$ cat src/rtl/toy_cpu_register_alu_step_assert.svh
// Assertion macros for the toy CPU step block.
// Used by the top level; no other dependencies.
`ifndef TOY_CPU_REGISTER_ALU_STEP_ASSERT_SVH
`define TOY_CPU_REGISTER_ALU_STEP_ASSERT_SVH

`ifndef SYNTHESIS
// property must hold at every clock edge out of reset
`define TCPU_ASSERT(lbl, clk, rst_n, prop) \
    lbl: assert property (@(posedge clk) disable iff (!rst_n) prop) \
        else $error("tcpu assertion failed");
// condition must never be seen out of reset
`define TCPU_ASSERT_NEVER(lbl, clk, rst_n, cond) \
    lbl: assert property (@(posedge clk) disable iff (!rst_n) !(cond)) \
        else $error("tcpu forbidden condition seen");
`else
`define TCPU_ASSERT(lbl, clk, rst_n, prop)
`define TCPU_ASSERT_NEVER(lbl, clk, rst_n, cond)
`endif

`endif

$ cat src/rtl/tcpu_pkg.sv
// Shared types and constants for the toy CPU step block.
// No dependencies.
`timescale 1ns / 1ps

package tcpu_pkg;

    // instruction opcodes; 13-15 are unused and behave as no-op
    typedef enum logic [3:0] {
        OP_STORE = 4'd0,
        OP_ADD   = 4'd1,
        OP_SUB   = 4'd2,
        OP_MUL   = 4'd3,
        OP_DIV   = 4'd4,
        OP_JUMP  = 4'd5,
        OP_JIF   = 4'd6,
        OP_CMP   = 4'd7,
        OP_WMEM  = 4'd8,
        OP_RMEM  = 4'd9,
        OP_RREG  = 4'd10,
        OP_HALT  = 4'd11,
        OP_NOP   = 4'd12
    } op_t;

    // register select codes; 0-3 are the general registers
    localparam logic [2:0] REG_SP   = 3'd4;
    localparam logic [2:0] REG_BP   = 3'd5;
    localparam logic [2:0] REG_PC   = 3'd6;
    localparam logic [2:0] REG_FLAG = 3'd7;

    localparam int GEN_REGS  = 4;
    localparam int ALU_STEPS = 8;

    // sequencer states
    typedef enum logic [2:0] {
        ST_CLEAR,
        ST_IDLE,
        ST_EXEC,
        ST_ALU,
        ST_MEM,
        ST_DONE
    } state_t;

    typedef enum logic [1:0] {
        ALU_ADD,
        ALU_SUB,
        ALU_MUL,
        ALU_DIV
    } alu_op_t;

    typedef struct packed {
        logic       start;
        alu_op_t    op;
        logic [7:0] a;
        logic [7:0] b;
    } alu_req_t;

    typedef struct packed {
        logic       done;
        logic [7:0] result;
    } alu_rsp_t;

    typedef struct packed {
        logic       we;
        logic       re;
        logic [7:0] addr;
        logic [7:0] wdata;
    } mem_req_t;

endpackage

$ cat src/rtl/tcpu_alu.sv
// Iterative 8-bit ALU: one shared adder/subtractor, shift-add multiply and
// restoring divide one bit per cycle. Depends on tcpu_pkg.
`timescale 1ns / 1ps

module tcpu_alu
    import tcpu_pkg::*;
(
    input  logic     clk,
    input  logic     rst_n,
    input  alu_req_t req,
    output alu_rsp_t rsp
);

    localparam logic [2:0] LAST_CNT = 3'(ALU_STEPS - 1);

    logic       busy_reg, busy_next;
    logic       done_reg, done_next;
    logic [2:0] cnt_reg, cnt_next;
    alu_op_t    op_reg, op_next;
    logic [7:0] a_reg, a_next;
    logic [7:0] b_reg, b_next;
    logic [7:0] acc_reg, acc_next;

    logic [8:0] add_x;
    logic [8:0] add_y;
    logic       add_sub;
    logic [9:0] sum;
    logic       last;

    // shared adder operand select
    always_comb
    begin
        add_x   = {1'b0, a_reg};
        add_y   = {1'b0, b_reg};
        add_sub = 1'b0;
        case (op_reg)
            ALU_ADD:
            begin
                add_sub = 1'b0;
            end
            ALU_SUB:
            begin
                add_sub = 1'b1;
            end
            ALU_MUL:
            begin
                add_x = {1'b0, acc_reg};
            end
            ALU_DIV:
            begin
                // partial remainder shifted left with next dividend bit
                add_x   = {acc_reg, a_reg[7]};
                add_sub = 1'b1;
            end
            default:
            begin
                add_sub = 1'b0;
            end
        endcase
        sum = add_sub ? ({1'b0, add_x} - {1'b0, add_y}) : ({1'b0, add_x} + {1'b0, add_y});
    end

    // add and subtract finish in one step
    assign last = (op_reg == ALU_ADD || op_reg == ALU_SUB) ? 1'b1 : (cnt_reg == LAST_CNT);

    // step sequencing
    always_comb
    begin
        busy_next = busy_reg;
        done_next = 1'b0;
        cnt_next  = cnt_reg;
        op_next   = op_reg;
        a_next    = a_reg;
        b_next    = b_reg;
        acc_next  = acc_reg;
        if (req.start)
        begin
            busy_next = 1'b1;
            cnt_next  = 3'd0;
            op_next   = req.op;
            a_next    = req.a;
            b_next    = req.b;
            acc_next  = 8'd0;
        end
        else if (busy_reg)
        begin
            case (op_reg) inside
                ALU_ADD, ALU_SUB:
                begin
                    acc_next = sum[7:0];
                end
                ALU_MUL:
                begin
                    if (a_reg[0])
                    begin
                        acc_next = sum[7:0];
                    end
                    a_next = {1'b0, a_reg[7:1]};
                    b_next = {b_reg[6:0], 1'b0};
                end
                ALU_DIV:
                begin
                    // borrow means the divisor does not fit: keep shifted remainder
                    acc_next = sum[9] ? add_x[7:0] : sum[7:0];
                    a_next   = {a_reg[6:0], ~sum[9]};
                end
                default:
                begin
                    acc_next = acc_reg;
                end
            endcase
            cnt_next = cnt_reg + 3'd1;
            if (last)
            begin
                busy_next = 1'b0;
                done_next = 1'b1;
            end
        end
    end

    // control registers
    always_ff @(posedge clk or negedge rst_n)
    begin
        if (!rst_n)
        begin
            busy_reg <= 1'b0;
            done_reg <= 1'b0;
            cnt_reg  <= 3'd0;
        end
        else
        begin
            busy_reg <= busy_next;
            done_reg <= done_next;
            cnt_reg  <= cnt_next;
        end
    end

    // datapath registers
    always_ff @(posedge clk)
    begin
        op_reg  <= op_next;
        a_reg   <= a_next;
        b_reg   <= b_next;
        acc_reg <= acc_next;
    end

    assign rsp.done   = done_reg;
    assign rsp.result = (op_reg == ALU_DIV) ? a_reg : acc_reg;

endmodule

$ cat src/rtl/tcpu_mem.sv
// Byte data memory with registered read and a clearing pass after reset.
// Depends on tcpu_pkg.
`timescale 1ns / 1ps

module tcpu_mem
    import tcpu_pkg::*;
#(
    parameter int DEPTH = 256
)
(
    input  logic       clk,
    input  logic       rst_n,
    input  mem_req_t   req,
    output logic [7:0] rdata,
    output logic       busy
);

    localparam int AW = (DEPTH > 1) ? $clog2(DEPTH) : 1;

    logic [7:0]    mem [DEPTH];
    logic [7:0]    mem_q_reg;
    logic          rd_range_reg;
    logic          clearing_reg, clearing_next;
    logic [AW-1:0] clr_idx_reg, clr_idx_next;

    logic          in_range;
    logic          wr_en;
    logic [AW-1:0] wr_idx;
    logic [7:0]    wr_data;

    assign in_range = ({1'b0, req.addr} < 9'(DEPTH));

    // clearing pass owns the write port until it finishes
    always_comb
    begin
        clearing_next = clearing_reg;
        clr_idx_next  = clr_idx_reg;
        if (clearing_reg)
        begin
            wr_en   = 1'b1;
            wr_idx  = clr_idx_reg;
            wr_data = 8'd0;
            clr_idx_next = clr_idx_reg + AW'(1);
            if (clr_idx_reg == AW'(DEPTH - 1))
            begin
                clearing_next = 1'b0;
            end
        end
        else
        begin
            wr_en   = req.we && in_range;
            wr_idx  = req.addr[AW-1:0];
            wr_data = req.wdata;
        end
    end

    always_ff @(posedge clk or negedge rst_n)
    begin
        if (!rst_n)
        begin
            clearing_reg <= 1'b1;
            clr_idx_reg  <= '0;
        end
        else
        begin
            clearing_reg <= clearing_next;
            clr_idx_reg  <= clr_idx_next;
        end
    end

    // storage array
    always_ff @(posedge clk)
    begin
        if (wr_en)
        begin
            mem[wr_idx] <= wr_data;
        end
        if (req.re)
        begin
            mem_q_reg    <= mem[req.addr[AW-1:0]];
            rd_range_reg <= in_range;
        end
    end

    // out-of-range reads return zero
    assign rdata = rd_range_reg ? mem_q_reg : 8'd0;
    assign busy  = clearing_reg;

endmodule

$ cat src/rtl/toy_cpu_register_alu_step.sv
// Toy CPU step: one instruction per input transaction, one result each.
// Path from accept to out_valid: simple ops and rejected arithmetic go EXEC, DONE;
// a memory read adds MEM; add/sub and a compare of two general registers wait in
// ALU for the shared unit, as do mul/div (8 steps of the shared ALU).
// Next transaction accepted once DONE has loaded the output register; a full one stalls DONE.
// Reset: control and architectural registers clear at once; the data memory is then cleared.
`timescale 1ns / 1ps
`include "toy_cpu_register_alu_step_assert.svh"

module toy_cpu_register_alu_step
    import tcpu_pkg::*;
#(
    parameter int MEM_DEPTH = 256
)
(
    input  logic       clk,
    input  logic       rst_n,
    input  logic       in_valid,
    output logic       in_ready,
    input  logic [3:0] op,
    input  logic [2:0] reg_sel,
    input  logic [2:0] reg_sel_b,
    input  logic [7:0] value,
    input  logic [7:0] addr,
    output logic       out_valid,
    input  logic       out_ready,
    output logic [7:0] read_data,
    output logic [7:0] pc_now,
    output logic [7:0] flag_now,
    output logic       error
);

    state_t     state_reg, state_next;

    // architectural state
    logic [7:0] gen_reg [GEN_REGS];
    logic [7:0] gen_next [GEN_REGS];
    logic [7:0] sp_reg, sp_next;
    logic [7:0] bp_reg, bp_next;
    logic [7:0] pc_reg, pc_next;
    logic [7:0] flag_reg, flag_next;

    // latched instruction
    op_t        op_q_reg, op_q_next;
    logic [2:0] ra_q_reg, ra_q_next;
    logic [2:0] rb_q_reg, rb_q_next;
    logic [7:0] val_q_reg, val_q_next;
    logic [7:0] addr_q_reg, addr_q_next;
    logic [7:0] rd_reg, rd_next;
    logic       err_reg, err_next;

    // output register
    logic       out_valid_reg, out_valid_next;
    logic [7:0] out_rd_reg, out_rd_next;
    logic [7:0] out_pc_reg, out_pc_next;
    logic [7:0] out_flag_reg, out_flag_next;
    logic       out_err_reg, out_err_next;

    alu_req_t   alu_req;
    alu_rsp_t   alu_rsp;
    mem_req_t   mem_req;
    logic [7:0] mem_rdata;
    logic       mem_busy;
    logic [7:0] reg_rd;

    tcpu_alu u_alu
    (
        .clk   (clk),
        .rst_n (rst_n),
        .req   (alu_req),
        .rsp   (alu_rsp)
    );

    tcpu_mem #(
        .DEPTH (MEM_DEPTH)
    ) u_mem
    (
        .clk   (clk),
        .rst_n (rst_n),
        .req   (mem_req),
        .rdata (mem_rdata),
        .busy  (mem_busy)
    );

    // register read mux for read_reg
    always_comb
    begin
        case (ra_q_reg)
            REG_SP:   reg_rd = sp_reg;
            REG_BP:   reg_rd = bp_reg;
            REG_PC:   reg_rd = pc_reg;
            REG_FLAG: reg_rd = flag_reg;
            default:  reg_rd = gen_reg[ra_q_reg[1:0]];
        endcase
    end

    assign in_ready = (state_reg == ST_IDLE);

    // sequencer: next state, state updates, unit requests
    always_comb
    begin
        state_next     = state_reg;
        gen_next       = gen_reg;
        sp_next        = sp_reg;
        bp_next        = bp_reg;
        pc_next        = pc_reg;
        flag_next      = flag_reg;
        op_q_next      = op_q_reg;
        ra_q_next      = ra_q_reg;
        rb_q_next      = rb_q_reg;
        val_q_next     = val_q_reg;
        addr_q_next    = addr_q_reg;
        rd_next        = rd_reg;
        err_next       = err_reg;
        out_valid_next = out_valid_reg && !out_ready;
        out_rd_next    = out_rd_reg;
        out_pc_next    = out_pc_reg;
        out_flag_next  = out_flag_reg;
        out_err_next   = out_err_reg;
        alu_req        = '0;
        mem_req        = '0;
        mem_req.addr   = addr_q_reg;
        mem_req.wdata  = val_q_reg;

        unique case (state_reg)
            ST_CLEAR:
            begin
                if (!mem_busy)
                begin
                    state_next = ST_IDLE;
                end
            end
            ST_IDLE:
            begin
                if (in_valid)
                begin
                    op_q_next   = op_t'(op);
                    ra_q_next   = reg_sel;
                    rb_q_next   = reg_sel_b;
                    val_q_next  = value;
                    addr_q_next = addr;
                    state_next  = ST_EXEC;
                end
            end
            ST_EXEC:
            begin
                rd_next    = 8'd0;
                err_next   = 1'b0;
                state_next = ST_DONE;
                unique case (op_q_reg) inside
                    OP_STORE:
                    begin
                        pc_next = pc_reg + 8'd1;
                        case (ra_q_reg)
                            REG_SP:   sp_next   = val_q_reg;
                            REG_BP:   bp_next   = val_q_reg;
                            REG_PC:   pc_next   = val_q_reg + 8'd1;
                            REG_FLAG: flag_next = val_q_reg;
                            default:  gen_next[ra_q_reg[1:0]] = val_q_reg;
                        endcase
                    end
                    OP_ADD, OP_SUB, OP_MUL, OP_DIV:
                    begin
                        if (ra_q_reg[2] || (op_q_reg == OP_DIV && val_q_reg == 8'd0))
                        begin
                            err_next = 1'b1;
                        end
                        else
                        begin
                            alu_req.start = 1'b1;
                            alu_req.a     = gen_reg[ra_q_reg[1:0]];
                            alu_req.b     = val_q_reg;
                            case (op_q_reg)
                                OP_ADD:  alu_req.op = ALU_ADD;
                                OP_SUB:  alu_req.op = ALU_SUB;
                                OP_MUL:  alu_req.op = ALU_MUL;
                                default: alu_req.op = ALU_DIV;
                            endcase
                            state_next = ST_ALU;
                        end
                    end
                    OP_JUMP:
                    begin
                        pc_next = addr_q_reg;
                    end
                    OP_JIF:
                    begin
                        if (flag_reg != 8'd0)
                        begin
                            pc_next = addr_q_reg;
                        end
                    end
                    OP_CMP:
                    begin
                        // equality by subtraction on the shared unit
                        if (!ra_q_reg[2] && !rb_q_reg[2] && ra_q_reg != rb_q_reg)
                        begin
                            alu_req.start = 1'b1;
                            alu_req.op    = ALU_SUB;
                            alu_req.a     = gen_reg[ra_q_reg[1:0]];
                            alu_req.b     = gen_reg[rb_q_reg[1:0]];
                            state_next    = ST_ALU;
                        end
                        else
                        begin
                            pc_next = pc_reg + 8'd1;
                        end
                    end
                    OP_WMEM:
                    begin
                        mem_req.we = 1'b1;
                    end
                    OP_RMEM:
                    begin
                        mem_req.re = 1'b1;
                        state_next = ST_MEM;
                    end
                    OP_RREG:
                    begin
                        rd_next = reg_rd;
                    end
                    OP_HALT:
                    begin
                        pc_next = pc_reg + 8'd1;
                    end
                    default:
                    begin
                        pc_next = pc_reg;
                    end
                endcase
            end
            ST_ALU:
            begin
                if (alu_rsp.done)
                begin
                    pc_next    = pc_reg + 8'd1;
                    state_next = ST_DONE;
                    if (op_q_reg == OP_CMP)
                    begin
                        if (alu_rsp.result == 8'd0)
                        begin
                            flag_next = 8'd1;
                        end
                    end
                    else
                    begin
                        gen_next[ra_q_reg[1:0]] = alu_rsp.result;
                    end
                end
            end
            ST_MEM:
            begin
                rd_next    = mem_rdata;
                state_next = ST_DONE;
            end
            ST_DONE:
            begin
                // load the output register once it is free
                if (!out_valid_reg || out_ready)
                begin
                    out_valid_next = 1'b1;
                    out_rd_next    = rd_reg;
                    out_pc_next    = pc_reg;
                    out_flag_next  = flag_reg;
                    out_err_next   = err_reg;
                    state_next     = ST_IDLE;
                end
            end
            default:
            begin
                state_next = ST_IDLE;
            end
        endcase
    end

    // control and architectural state
    always_ff @(posedge clk or negedge rst_n)
    begin
        if (!rst_n)
        begin
            state_reg     <= ST_CLEAR;
            out_valid_reg <= 1'b0;
            sp_reg        <= 8'd0;
            bp_reg        <= 8'd0;
            pc_reg        <= 8'd0;
            flag_reg      <= 8'd0;
            for (int i = 0; i < GEN_REGS; i++)
            begin
                gen_reg[i] <= 8'd0;
            end
        end
        else
        begin
            state_reg     <= state_next;
            out_valid_reg <= out_valid_next;
            sp_reg        <= sp_next;
            bp_reg        <= bp_next;
            pc_reg        <= pc_next;
            flag_reg      <= flag_next;
            gen_reg       <= gen_next;
        end
    end

    // transaction payload
    always_ff @(posedge clk)
    begin
        op_q_reg     <= op_q_next;
        ra_q_reg     <= ra_q_next;
        rb_q_reg     <= rb_q_next;
        val_q_reg    <= val_q_next;
        addr_q_reg   <= addr_q_next;
        rd_reg       <= rd_next;
        err_reg      <= err_next;
        out_rd_reg   <= out_rd_next;
        out_pc_reg   <= out_pc_next;
        out_flag_reg <= out_flag_next;
        out_err_reg  <= out_err_next;
    end

    assign out_valid = out_valid_reg;
    assign read_data = out_rd_reg;
    assign pc_now    = out_pc_reg;
    assign flag_now  = out_flag_reg;
    assign error     = out_err_reg;

    // ALU completion only lands while the sequencer waits for it
    `TCPU_ASSERT_NEVER(a_alu_done_state, clk, rst_n, alu_rsp.done && state_reg != ST_ALU)
    // memory clearing pass only while no transaction can be accepted
    `TCPU_ASSERT(a_clear_blocks, clk, rst_n, mem_busy |-> state_reg == ST_CLEAR)
    // pc moves only while an instruction executes
    `TCPU_ASSERT(a_pc_hold, clk, rst_n, (state_reg == ST_IDLE || state_reg == ST_DONE) |=> $stable(pc_reg))

endmodule
$ cat config.mk
export PLATFORM = sky130hd
export DESIGN_NAME = toy_cpu_register_alu_step
export DESIGN_NICKNAME = d
export VERILOG_FILES = /design/src/rtl/tcpu_pkg.sv /design/src/rtl/tcpu_alu.sv /design/src/rtl/tcpu_mem.sv /design/src/rtl/toy_cpu_register_alu_step.sv
export VERILOG_INCLUDE_DIRS = /design/src /design/src/rtl
export SDC_FILE = /design/constraint.sdc
export NUM_CORES = 2
export LEC_CHECK = 0
export ABC_AREA = 1
export BUFFER_PORTS_ARGS = -buffer_cell sky130_fd_sc_hd__buf_4
export CORE_UTILIZATION = 36
export DETAILED_ROUTE_END_ITERATION = 8
export SLEW_MARGIN = 5
export SYNTH_ARGS = -nofsm -noshare
export SYNTH_HDL_FRONTEND = slang
export SYNTH_SLANG_ARGS = --single-unit
$ cat constraint.sdc
create_clock -name clk -period 10.15 [get_ports clk]
set_input_delay 2.03 -clock clk [delete_from_list [all_inputs] [get_ports clk]]
set_output_delay 2.03 -clock clk [all_outputs]
set_load 0.05 [all_outputs]
## Word-level counts from Yosys, hierarchy flattened

Memory sizes are Yosys's and may differ from the RTL's. A register that Yosys moved wholly into a read port is not among the register bits.
Index checks and enable logic that the tools add are counted.

- Register bits after elaboration: 168
- Memory bits (writable): 2048
- Input port bits: 30
- Output and inout bits: 27
- Logic and storage cells: 206
- Memories: 1

- $add $sub $neg: 6
- $lt $le $gt $ge: 3
- Equal/unequal tests: 41
- Muxes and demuxes: 83
- Bitwise gates (word level): 3
- Reductions and logical operators: 39

Memories:

| memory | words | width | read ports | clocked after Yosys merged registers in | wr ports | RTL line | text |
|---|---|---|---|---|---|---|---|
| u_mem.mem | 256 | 8 | 1 | 1 | 1 | tcpu_mem.sv:20 | `logic [7:0] mem [DEPTH];` |

Operators by type and width:

| kind | number |
|---|---|
| two-way mux 8 bit | 32 |
| two-way mux 32 bit | 4 |
| bitwise mux 32 bit | 2 |
| one-hot mux 32 bit (2 select lines) | 1 |
| two-way mux 19 bit | 3 |
| one-hot mux 8 bit (2 select lines) | 3 |
| one-hot mux 8 bit (5 select lines) | 1 |
| one-hot mux 19 bit (2 select lines) | 1 |
| binary-select mux 8 bit (select 2 bit) | 2 |
| one-hot mux 8 bit (4 select lines) | 1 |
| adder 8 x 1 -> 8 bit, second input constant | 3 |
| two-way mux 3 bit | 8 |
| == test 3 bit, second input constant | 7 |
| two-way mux 1 bit | 18 |
| != test 2 bit, second input constant | 9 |
| one-hot mux 3 bit (6 select lines) | 1 |
| one-hot mux 9 bit (2 select lines) | 1 |
| demux 8 bit (select 2 bit) | 1 |
| == test 4 x 3 -> 1 bit, second input constant | 4 |
| == test 4 bit, second input constant | 4 |
| zero test 8 bit | 2 |
| AND reduction 3 bit | 5 |
| adder 9 x 8 -> 10 bit | 1 |
| two-way mux 10 bit | 1 |
| other kinds (36) | 60 |

## Logic depth before layout (Yosys ltp)

- Word-level depth: 10
- Mapped depth: 19
- Mapped depth without buffers: 19

## By module

Synthesis repeated with hierarchy kept, for this count alone.

- Cells, all modules: 8155
- Area total of the unflattened synthesis: 92747.7 sq um

By module, submodules not included:

| module | instances | cells an instance | area each (sq um) | seq. area each (sq um) |
|---|---|---|---|---|
| tcpu_mem | 1 | 7075 | 83964.3 | 61965.7 |
| toy_cpu_register_alu_step | 1 | 745 | 6411.1 | 3503.4 |
| tcpu_alu | 1 | 335 | 2372.3 | 825.8 |

## Worst setup path after synthesis

No wires, ideal clock.

- Path type: register to register
- Start: register u_mem.clearing_reg, in the netlist u_mem.busy
- End: memory u_mem.mem[0][3] (data pin)
- Library setup time: 1.389 ns
- Data arrival time: 6.806 ns
- Required time: 8.761 ns
- Slack: 1.955 ns
- Cell stages (with the launch flop): 5
- Path buffers: 3
- Period minus slack after synthesis: 8.195 ns
- Cell sequence: dfstp_2 -> buf_2 -> buf_2 -> buf_1 -> nor2_1

- Cells in the longest elaborated chain, start to end: 1

RTL lines:

| item | RTL line | text |
|---|---|---|
| from (decl) | tcpu_mem.sv:23 | `logic clearing_reg, clearing_next;` |
| from (signal assigned) | tcpu_mem.sv:66 | `clearing_reg <= clearing_next;` |
| two-way mux 8 bit | tcpu_mem.sv:38 | `if (clearing_reg)` |
| named net u_mem.wr_data[3] | tcpu_mem.sv:29 | `logic [7:0] wr_data;` |
| to (decl) | tcpu_mem.sv:20 |  |

The timed path passes the listed nets, and every way through them passes these cells.

==> impl_metrics.py <==
metrics = {
    "clock_tree": {
        "clock_latency_ps": 860,
        "cts-buffers-inserted": 225,
        "post_cts_buffers": 0,
        "clock_path_buffers": 3,
        "clockRootBuffer": "clkbuf_16",
        "cts_resized": 0,
        "h-tree-depth": 4,
        "clkTransAtPathRegs_ps": 60,
        "clkSinkCount": 2224,
        "tritoncts": "yes",
        "holdBufCountCts": 0,
    },
    "sta": {
        "period_share_pct": 52.0,
        "whs_ps": 423,
        "finalSetupViolations": 0,
        "grt_setup_unrepaired": "false",
        "finClkSkew_ps": 35.2,
        "timing.setup.tns_ps": 0,
        "fmax_mhz": 189,
        "hold_viol": 0,
        "min_period_ps": 5280,
        "worst_slew_pin_slew_ps": 1320,
        "slew_headroom_pct": 11.8,
        "report.final.slew_viol_count": 0,
        "worst_slack_ps": 4870,
    },
    "setup_path": {
        "crit_required_ps": 10770,
        "crit_buf_inv": 4,
        "max_stage_delay_ps": 780,
        "crit_slowest_cell": "buf_4",
        "path_cells": "buf_4 > buf_12 > buf_4 > buf_12 > nand3_1 > nand3_1 > nand3_1 > nand3_1 > nand3_1 > nand3_1 > nand2_1 > nand2_1 > nand2_1",
        "start_kind": "flip-flop",
        "crit_path_frequent_cell": "nand3_1",
        "critical_path.top_delay_family": "buffers and inverters",
        "reg2reg_slack_ps": 4870,
        "cp_max_fo": 169,
        "end_kind": "flip-flop",
        "critPathKind": "flip-flop to flip-flop",
        "cp.arrival_ps": 5900,
    },
    "place": {
        "routabilityCongestion": 0.867,
        "pre_cts_ws_ps": 5010,
        "dpl_cell_area_um2": 95100,
        "place_hpwl_um": 146000,
        "io_buffers": 56,
    },
    "power_and_ir_drop": {
        "clkPwrFrac_pct": 45.7,
        "ir_drop_uv": 200,
        "power_switching_mw": 3.56,
        "swShare_pct": 19.5,
        "p_int_mw": 14.7,
        "pwr-share-comb_pct": 0.1,
        "p_leak_nw": 35.8,
        "pwr_density_cell_nw_per_um2": 178,
        "power_frac_seq_pct": 54.2,
    },
    "cells_and_area": {
        "nets": 7878,
        "drive_above_1_share_pct": 6.90,
        "largest_register_ffs": 2048,
        "final_cell_area_um2": 102000,
        "final_cell_mix": "nand2_1, edfxtp_1, nand3_1",
        "fin_util_pct": 40.6,
        "final_common_cell": "nand2_1",
        "area_delta_synth_final_pct": 11.7,
    },
    "synthesis": {
        "ys.flop_type": "edfxtp_1",
        "synth_fa_ha_area_share_pct": 0.254,
        "netlist_instances": 7975,
        "synth_compound_area_share_pct": 1.55,
        "synth_seq_cells": 2224,
        "synth_top_family_by_area": "simple AND/OR/NAND/NOR gates",
        "avgSynthCellArea_um2": 11.5,
        "ys_async_sr_fraction_pct": 3.69,
        "synthXorXnorAreaFrac_pct": 0.210,
        "yosysUniqueCellTypes": 56,
        "syn_nets": 8023,
        "synth_simple_gate_area_share_pct": 22.7,
        "syn_area_um2": 91700,
        "synth_edf_count": 2134,
        "seq_area_frac_synth_pct": 72.3,
        "synth_mux_area_share_pct": 0.0709,
        "synth.yosys.warnings": 0,
    },
    "floorplanning": {
        "die_area_um2": 257000,
        "core_um2": 252000,
        "initial_core_util_pct": 36.3,
        "fp.dieW_um": 507,
        "die_h_um": 507,
        "num_io_pins": 57,
        "rows": 184,
    },
    "drt": {
        "drtIter0Drc": 7901,
        "drt-total-wl_um": 261000,
        "dr.pass1.iters": 6,
        "wl_per_cell_um": 22.9,
        "vias": 61900,
        "via_per_inst": 5.45,
        "antenna_left": 0,
        "drc": 0,
    },
    "grt": {
        "grt_antenna_before_repair": 14,
        "grt_max_degree": 199,
        "grt_pass1_vias": 58800,
        "grt_pass1_wl_um": 387000,
        "grtUsageTotal_pct": 19.9,
        "grt_overflow": 0,
    },
    "job": {
        "drv_cap": 0,
    },
    "status": {
        "status": "finished clean",
    },
    "min_path": {
        "hold_path_class": "flip-flop to flip-flop",
    },
}
synthesized netlist by cell type (all sizes together), types with 6 or more instances:
library cell | instances | area, um^2
nand4 | 14 | 100
clkbuf | 248 | 931
a221oi | 8 | 70.1
o21ai | 131 | 667
nand3 | 2071 | 10400
o211ai | 10 | 75.1
nor3 | 11 | 76.3
or2 | 7 | 43.8
o221ai | 6 | 52.6
inv | 144 | 541
a21oi | 56 | 288
dfrtp | 81 | 2030
buf | 266 | 1240
dfxtp | 8 | 160
ha | 17 | 213
nor2 | 343 | 1320
edfxtp | 2134 | 64100
nand2 | 2343 | 8810
xor2 | 19 | 166
o22ai | 16 | 100
per-layer routing:
layer / GRT usage (%) / vias up / part of all wire [%]
met5: 0 / - / 0.010
met4: 7.00 / 4 / 3.3
met3: 3.24 / 477 / 8.8
met2: 31.1 / 2884 / 46
met1: 27.9 / 30600 / 42
li1: - / 28000 / -
power by group through the flow:
stage	logic, mW	registers [mW]	clock network (mW)
6_report	0.0171	9.90	8.34
4_1_cts	0.0177	9.90	8.43
5_1_grt	0.0192	9.90	8.74
3_5_place_dp	0.0174	10.1	0
2_1_floorplan	0.000199	10.1	0
3_3_place_gp	0.0172	10.1	0
worst paths after layout:
check | cells after the start | startpoint | to
min in group asynchronous | 1 | rst_n | pc_reg[6]
max in group asynchronous | 2 | rst_n | u_alu.done_reg
min reg2reg | 0 | rd_reg[6] | read_data[6]
max reg2reg | 13 | addr_q_reg[1] | u_mem.mem_q_reg[5]
min | 0 | rd_reg[6] | read_data[6]
max | 13 | addr_q_reg[1] | u_mem.mem_q_reg[5]
logic make-up (layout without fill, tap and decap cells):
group	Yosys count	in the layout
adder cells (fa/ha/maj)	18	18
other	0	3
XOR/XNOR	22	22
multiplexers	6	6
AO/OA/AOI/OAI	249	249
AND/OR/NAND/NOR	4797	4797
flip-flops	2224	2224
buffers and inverters	659	702
final cells by class:
type	count	area [um^2]
multi-input cells	5092	22800
inverters	145	569
diodes	3	7.51
clock inverters	148	1500
well taps	3348	4190
clock buffers	267	5850
flip-flops and latches	2224	66300
repair buffers	142	1260
fillers	23600	150000
metrics by stage:
stage | std cells | total power, mW
6_report | 11400 | 18.3
3_3_place_gp | 11000 | 10.1
3_5_place_dp | 11000 | 10.1
2_1_floorplan | 7975 | 10.1
4_1_cts | 11400 | 18.3
5_1_grt | 11400 | 18.7
worst reg2reg max path: stages, from the launching register on:
cell,delay (ps)
edfxtp_1,320
buf_4,640
buf_12,740
buf_4,940
buf_12,830
nand3_1,270
nand3_1,130
nand3_1,80
nand3_1,190
nand3_1,460
nand3_1,220
nand2_1,80
nand2_1,70
nand2_1,70
No activity file was read; power rests on OpenSTA's default activity.
